### config.mk
export PLATFORM = sky130hd
export DESIGN_NAME = fspa_front
export DESIGN_NICKNAME = d
export VERILOG_FILES = /design/src/sv/fspa_pkg.sv /design/src/sv/fspa_front.sv
export SDC_FILE = /design/constraint.sdc
export NUM_CORES = 1
export LEC_CHECK = 0
export BUFFER_PORTS_ARGS = -buffer_cell sky130_fd_sc_hd__buf_2
export CAP_MARGIN = 20
export CORE_UTILIZATION = 48
export CTS_BUF_LIST = sky130_fd_sc_hd__clkbuf_4 sky130_fd_sc_hd__clkbuf_8 sky130_fd_sc_hd__clkbuf_16
export DETAILED_ROUTE_END_ITERATION = 6
export PLACE_DENSITY = 0.86
export SLEW_MARGIN = 10
export SYNTH_ARGS = -nofsm -noshare
export SYNTH_HDL_FRONTEND = slang
export SYNTH_SLANG_ARGS = --single-unit
### constraint.sdc
create_clock -name clk -period 3.1 [get_ports clk]
set_input_delay 0.31 -clock clk [delete_from_list [all_inputs] [get_ports clk]]
set_output_delay 0.31 -clock clk [all_outputs]
set_load 0.01 [all_outputs]
### src/sv/fspa_pkg.sv
`default_nettype none
package fspa_pkg;

	localparam int CMD_W       = 3;
	localparam int CAP_W       = 11;
	localparam int OBJ_W       = 16;
	localparam int STRIDE_W    = 17;
	localparam int OFF_W       = 28;
	localparam int NODE_W      = 27;
	localparam int OUT_W       = 27;
	localparam int PROD_W      = 28;
	localparam int DIV_STEPS   = 27;
	localparam int DIV_CNT_W   = 5;
	localparam int QUEUE_DEPTH = 2;
	localparam int QPTR_W      = 1;
	localparam int REG_IDX_W   = 1;
	localparam int CFG_DATA_W  = 16;

	localparam logic [CMD_W-1:0] CMD_INIT      = 3'd0;
	localparam logic [CMD_W-1:0] CMD_DISABLE   = 3'd1;
	localparam logic [CMD_W-1:0] CMD_ALLOC     = 3'd2;
	localparam logic [CMD_W-1:0] CMD_FREE      = 3'd3;
	localparam logic [CMD_W-1:0] CMD_INDEX_OF  = 3'd4;
	localparam logic [CMD_W-1:0] CMD_OFFSET_OF = 3'd5;

	localparam logic [REG_IDX_W-1:0] REG_CAPACITY     = 1'b0;
	localparam logic [REG_IDX_W-1:0] REG_OBJECT_BYTES = 1'b1;

	typedef enum logic [2:0] {
		OP_INIT      = 3'd0,
		OP_DISABLE   = 3'd1,
		OP_ALLOC     = 3'd2,
		OP_FREE      = 3'd3,
		OP_INDEX_OF  = 3'd4,
		OP_OFFSET_OF = 3'd5,
		OP_NOP       = 3'd6
	} op_t;

	typedef enum logic [2:0] {
		ST_OK           = 3'd0,
		ST_INVALID_INIT = 3'd1,
		ST_ALREADY_INIT = 3'd2,
		ST_NOT_INIT     = 3'd3,
		ST_EMPTY        = 3'd4,
		ST_BAD_OFFSET   = 3'd5,
		ST_RANGE        = 3'd6,
		ST_NOT_ALLOC    = 3'd7
	} status_t;

	typedef enum logic [4:0] {
		S_IDLE = 5'b00001,
		S_DIV  = 5'b00010,
		S_RD   = 5'b00100,
		S_MUL  = 5'b01000,
		S_FIN  = 5'b10000
	} state_t;

	typedef struct packed {
		op_t               op;
		logic              node_neg;
		logic [NODE_W-1:0] node;
		logic [CAP_W-1:0]  slot_index;
	} req_t;

	typedef struct packed {
		logic [CAP_W-1:0] capacity;
		logic [OBJ_W-1:0] object_bytes;
	} cfg_t;

endpackage
`default_nettype wire

### src/sv/fspa_front.sv
`default_nettype none
module fspa_front #(
	parameter int HEADER_BYTES = 24
) (
	input  wire                           clk,
	input  wire                           arst_n,
	input  wire                           in_valid,
	output logic                          in_ready,
	input  wire  [fspa_pkg::CMD_W-1:0]    command,
	input  wire  signed [fspa_pkg::OFF_W-1:0] data_offset,
	input  wire  [fspa_pkg::CAP_W-1:0]    slot_index,
	output logic                          push_valid,
	input  wire                           push_ready,
	output fspa_pkg::req_t                push_req
);

	logic           valid_s1;
	fspa_pkg::req_t req_s1;
	fspa_pkg::req_t req_d;
	logic [fspa_pkg::OFF_W:0] node_full;

	// offset minus header, one bit wider so the sign survives
	always_comb begin
		node_full = {data_offset[fspa_pkg::OFF_W-1], data_offset}
			- (fspa_pkg::OFF_W+1)'(HEADER_BYTES);
		case (command)
			fspa_pkg::CMD_INIT:      req_d.op = fspa_pkg::OP_INIT;
			fspa_pkg::CMD_DISABLE:   req_d.op = fspa_pkg::OP_DISABLE;
			fspa_pkg::CMD_ALLOC:     req_d.op = fspa_pkg::OP_ALLOC;
			fspa_pkg::CMD_FREE:      req_d.op = fspa_pkg::OP_FREE;
			fspa_pkg::CMD_INDEX_OF:  req_d.op = fspa_pkg::OP_INDEX_OF;
			fspa_pkg::CMD_OFFSET_OF: req_d.op = fspa_pkg::OP_OFFSET_OF;
			default:                 req_d.op = fspa_pkg::OP_NOP;
		endcase
		req_d.node_neg   = node_full[fspa_pkg::OFF_W];
		req_d.node       = node_full[fspa_pkg::NODE_W-1:0];
		req_d.slot_index = slot_index;
	end

	assign in_ready   = !valid_s1 || push_ready;
	assign push_valid = valid_s1;
	assign push_req   = req_s1;

	always_ff @(posedge clk or negedge arst_n) begin
		if (!arst_n) begin
			valid_s1 <= 1'b0;
		end else if (in_ready) begin
			valid_s1 <= in_valid;
		end
	end

	always_ff @(posedge clk) begin
		if (in_valid && in_ready) begin
			req_s1 <= req_d;
		end
	end

endmodule
`default_nettype wire

== Word level (Yosys, flattened, before mapping) ==
Index checks and enable logic that the tools add are counted.
Operators by class
  eq/ne operators: 5
  add/subtract/negate cells: 1
  mux-type cells: 1
  reductions and logical operators: 4
Operator list (number)
  28-bit by 6-bit subtractor with 29-bit output, second input constant: 1
  3-bit one-hot mux with 6 select lines: 1
  3-bit by 2-bit == test with 1-bit output, second input constant: 2
  3-bit == test, second input constant: 2
  3-bit by 1-bit == test with 1-bit output, second input constant: 1
  3-bit logical NOT: 1
  1-bit logical AND: 1
  1-bit logical NOT: 1
  1-bit logical OR: 1
Storage, ports and cells
  output and inout bits: 44
  word-level logic and storage cells: 16
  flip-flop bits (word level): 43

== Longest topological paths before layout ==
  word-level depth: 3
  depth in mapped cells: 5
  depth with buffers taken out: 4

== Least setup slack after synthesis ==
OpenSTA, ideal clock, no wires.
  path kind: input to register
  start point: input data_offset[8] in the netlist's numbering
  end point: register req_s1, in the netlist push_req[29], data pin
  slack: 1072 ps
  arrival: 1763 ps
  stages: 5
  path buffers: 1
  cell sequence: or4_4 > or4_4 > buf_6 > nor4_4 > xor2_1
Between the ends
  cells in the longest elaborated chain, start to end: 1
Ends and longest elaborated chain
  start: declaration: line fspa_front.sv:10  | input wire signed [fspa_pkg::OFF_W-1:0] data_offset,
  28-bit by 6-bit subtractor with 29-bit output: line fspa_front.sv:25  | - (fspa_pkg::OFF_W+1)'(HEADER_BYTES);
  net node_full, one bit: line fspa_front.sv:20  | logic [fspa_pkg::OFF_W:0] node_full;
  end signal: assignment: line fspa_front.sv:54  | req_s1 <= req_d;
  end: declaration: line fspa_front.sv:18  | fspa_pkg::req_t req_s1;
The timed path passes the listed nets, and every way through them passes these cells.
A chain may end at the register's enable or synchronous reset.

== Worst setup path after layout ==
  start point: input data_offset[8] in the netlist's numbering
  end point: register req_s1, in the netlist push_req[32], data pin
The elaborated chain is that of the path after synthesis.

==> results.md <==
Clocking:
- The clock root buffer is clkbuf_8.
- In this run the deepest clock path goes through 2 buffers.
- The later pin in the worst-skew pair is clocked with a latency of about 290 ps.
- Buffers inserted during clock tree synthesis total 5.
- The number of levels in the clock H-tree is 2.
- The CTS sink count is between 40 and 50.
- The count of cells resized by post-cts repair is 0.
- After clock tree synthesis, the clock-pin slew on the worst setup and hold paths is ~80 ps.
- TritonCTS built the clock tree.

Synth:
- After synthesis, the cell types taking the most area are edfxtp_1 (70%), xor2_1 (8.7%), nor3_2 (2.2%).
- The flop and latch count out of synthesis is between 40 and 50.
- The mean cell area of the mapped netlist is approximately 16 um2.
- The number of library cell types mapped by synthesis is 26.
- After synthesis, the share of flip-flops with an asynchronous set or reset is 2.326%.
- In the synthesized netlist the dominant register cell turns out to be edfxtp_1.
- Of the post-synthesis cell area, the dominant cell type holds between 60% and 70%.
- The synthesized net count is 160.
- Ranked by instance count, the synthesized netlist is headed by edfxtp_1 (42), xor2_1 (18), nor2_1 (8).
- The biggest area consumer among synthesized cells is edfxtp_1.
- The mapped netlist covers approximately 1800 um2.
- For this run, the number of Yosys warnings is 0.
- The cell count after synthesis came out at between 100 and 150.
- In this run, synthesis inferred 42 flip-flops with an integrated enable.
- Of the synthesized area, sequential elements account for between 70% and 80%.
- In the post-synthesis netlist, the cell with the most instances is edfxtp_1.

Setup path:
- The top fanout value on the critical path is 8.
- The critical path's largest stage delay is between 600 and 700 ps.
- The startpoint-to-endpoint class of the critical path is in2reg.
- The worst setup path is captured at a register.
- At the worst endpoint, the required time is 3130 ps.
- The critical path goes through buf_2 -> or4_4 -> or4_1 -> nor4_2 -> xor2_1.
- The arrival time of the worst setup path is roughly 2000 ps.
- The launching element type of the critical path is an input port.
- The library cell contributing the largest single delay on the critical path is or4_1.

Floorplan:
- The die is 63.35 um wide.
- The initialized floorplan defines 21 standard-cell rows.
- The chip height is between 60 and 70 um.
- The initial standard-cell utilization of the core is 52.09%.
- The standard cell core area is between 3000 and 4000 um2.
- 90 I/O pins were placed.
- The die area is 4013 um2.

Run:
- The max capacitance violation total is 0.

Timing:
- For the final routed database, the setup TNS stands at 0 ps.
- The worst pin sits at a relative slew slack of 37.85%.
- For the pin with the worst max-slew slack, the measured transition is between 900 and 1000 ps.
- The final clock period utilization by the worst path is just over 60%.
- Setup repair after global routing left no endpoint under its margin.
- The final worst clock skew is between 5 and 6 ps.
- The achievable frequency is 518.9 MHz.
- The smallest clock period supported by the final layout is computed as slightly below 2000 ps.
- The number of hold violations in the final report is 0.
- The final setup violation count is 0.
- After layout, the worst setup slack is roughly 1200 ps.
- The total count of max-transition violations in the final report is 0.

Power and ir drop:
- The sequential share of power is 51.6%.
- The analysis attributes to net switching a power of roughly 0.26 mW.
- The design draws between 1 and 1.5 mW.
- The clock network accounts for about two fifths of the total power.
- The power per standard cell area is between 500 and 600 nW/um2.
- The switching share of total power is around a fifth.
- The largest voltage drop on the vdd net is around 280 uV.
- Combinational logic is responsible for 9.9% of the overall power.
- The reported leakage power is 1.015 nW.
- The internal power is 1.066 mW.

Global routing:
- The first global-routing pass estimated roughly 4900 um of wire.
- The number of global-route vias before repair is roughly 1100.
- Entering global routing, the biggest net connects 43 pins.
- The initial antenna violation count is 0.
- Across every metal layer, demand over resource in global routing totals between 15 and 20%.
- The total overflow left after global routing is 0.

Cells and area:
- The fill cell total of the finished layout is roughly 260.
- Compared with the post-synthesis result, the final layout area differs by 34.70%.
- Cells fill about 70% of the core in the end.
- The antenna diode count is 0.
- In the final design database the tool counted 253 nets.
- The share of post-route cells with drive strength above 1 is a little over half.

Place:
- At the end of routability-driven placement, the weighted congestion stood at 0.7521.
- The count of buffers added on input and output ports is 89.
- Timing analysis after detailed placement gives a worst setup slack of roughly 830 ps.
- The HPWL after detailed placement is between 2000 and 2500 um.

Drt:
- After detailed routing, the met2 layer carries approximately 1500 um of wire.
- The DRC violation count after routing is 0.
- The count of antenna-violating nets left after detailed routing is 0.
- Summed over all nets, wire length on met3 after detailed routing comes to 305 um.
- The initial detailed-routing violation count is 68.
- The detailed-route wire length per cell is about 13 um.
- The detailed router used layers up to and including met4.
- The routed via count is roughly 1200.
- The aggregate routed wire length is between 3000 and 4000 um.
- After detailed routing, the wire length on met1 is around 1300 um.
- The first-pass detailed-route iteration total is 4.
- In the routed layout, each cell is associated on average with a via count of a little under 5.

Worst hold path:
- The min-delay analysis places its worst path in the category in2reg.

Run status:
- The flow ran to the end, and the final reports show no timing, DRC or antenna violations.
==> logic make-up (layout without fill, tap and decap cells) <==
| group | Yosys count | count (layout) | share of synthesized area [%] |
|---|---|---|---|
| flops | 43 | 43 | 71.19 |
| simple gates | 39 | 39 | 14.96 |
| xor+xnor | 21 | 21 | 10.18 |
| buf+inv | 6 | 100 | 1.731 |
| compound gates | 3 | 3 | 1.247 |
| fa+ha+maj | 1 | 1 | 0.6924 |
==> final timing paths <==
kind	to	slack, ps	startpoint	cells after the start
worst max-delay path	push_req[32]	1170	data_offset[8]	5
min in group asynchronous	push_valid	320	arst_n	2
worst max register to register	push_req[14]	1440	push_valid	2
max in group asynchronous	push_valid	2700	arst_n	2
worst min-delay path	push_req[1]	190	slot_index[1]	1
worst min register to register	push_valid	550	push_valid	2
==> power by group through the flow <==
stage               clock network (mW)  logic, mW  registers [mW]
floorplan                            0     0.0355           0.719
global placement                     0      0.128           0.699
detailed placement                   0      0.131           0.699
CTS                              0.516      0.133           0.686
global route                     0.543      0.144           0.689
finish                           0.511      0.131           0.686
==> what timing repair did <==
action                                 in CTS  in global routing
setup buffers                               0                  0
hold buffers                                1                  0
endpoints found under the hold margin       1                  0
==> final cells by class <==
cell class	instances	area, um2	area share [%]
clock buffer	6	76.32	3.136
timing repair buffer	90	455.4	18.71
inverter	2	7.507	0.3085
sequential	43	1286	52.85
tap	46	57.56	2.365
clock inverter	2	60.06	2.468
multi-input combinational	64	490.5	20.15
==> sequential cells by signal, summed over array words and instances (netlist names) <==
| name | count |
|---|---|
| push_req | 42 |
| push_valid | 1 |
==> layout by cell type, fill, tap and decap left out <==
cell           netlist  layout
or4_1                2       2
edfxtp_1            42      42
dlygate4sd3_1        0       1
nor4_4               1       1
clkbuf_4             0       1
xor2_1              18      18
o31ai_1              1       1
a21boi_0             1       1
inv_1                2       2
nor4_1               3       3
ha_1                 1       1
xnor2_1              3       3
buf_2                1      89
nor3_2               4       4
nand2_1              3       3
nor3_1               6       6
and2_2               0       1
or4_4                2       2
a21o_1               1       1
nor3b_2              1       1
nand2b_1             2       2
clkbuf_8             0       5
bufinv_16            0       2
nand4_1              2       2
dfrtp_1              1       1
or3_1                1       1
nor2_1               8       8
and2_1               2       1
nor4_2               2       2
==> worst max-delay path, delay by kind of cell <==
family | cells | cell delay, ps
AND/OR/NAND/NOR | 3 | 1460
buffers and inverters | 1 | 110
XOR/XNOR | 1 | 90
==> through the flow <==
stage / hold slack (ps) / cells / cell area [um2]
2_1_floorplan: 14.41 / 113 / 1807
6_report: 191.4 / 253 / 2434
3_5_place_dp: 85.46 / 244 / 2287
5_1_grt: 179.8 / 253 / 2434
4_1_cts: 185.0 / 253 / 2434
3_3_place_gp: 84.73 / 244 / 2287
==> layer usage <==
layer,global-route usage [%],up-vias
met2,27.13,68
met4,6.818,0
li1,-,606
met1,18.76,546
met5,0,-
met3,6.341,6
Power figures use the tool's default switching activity.
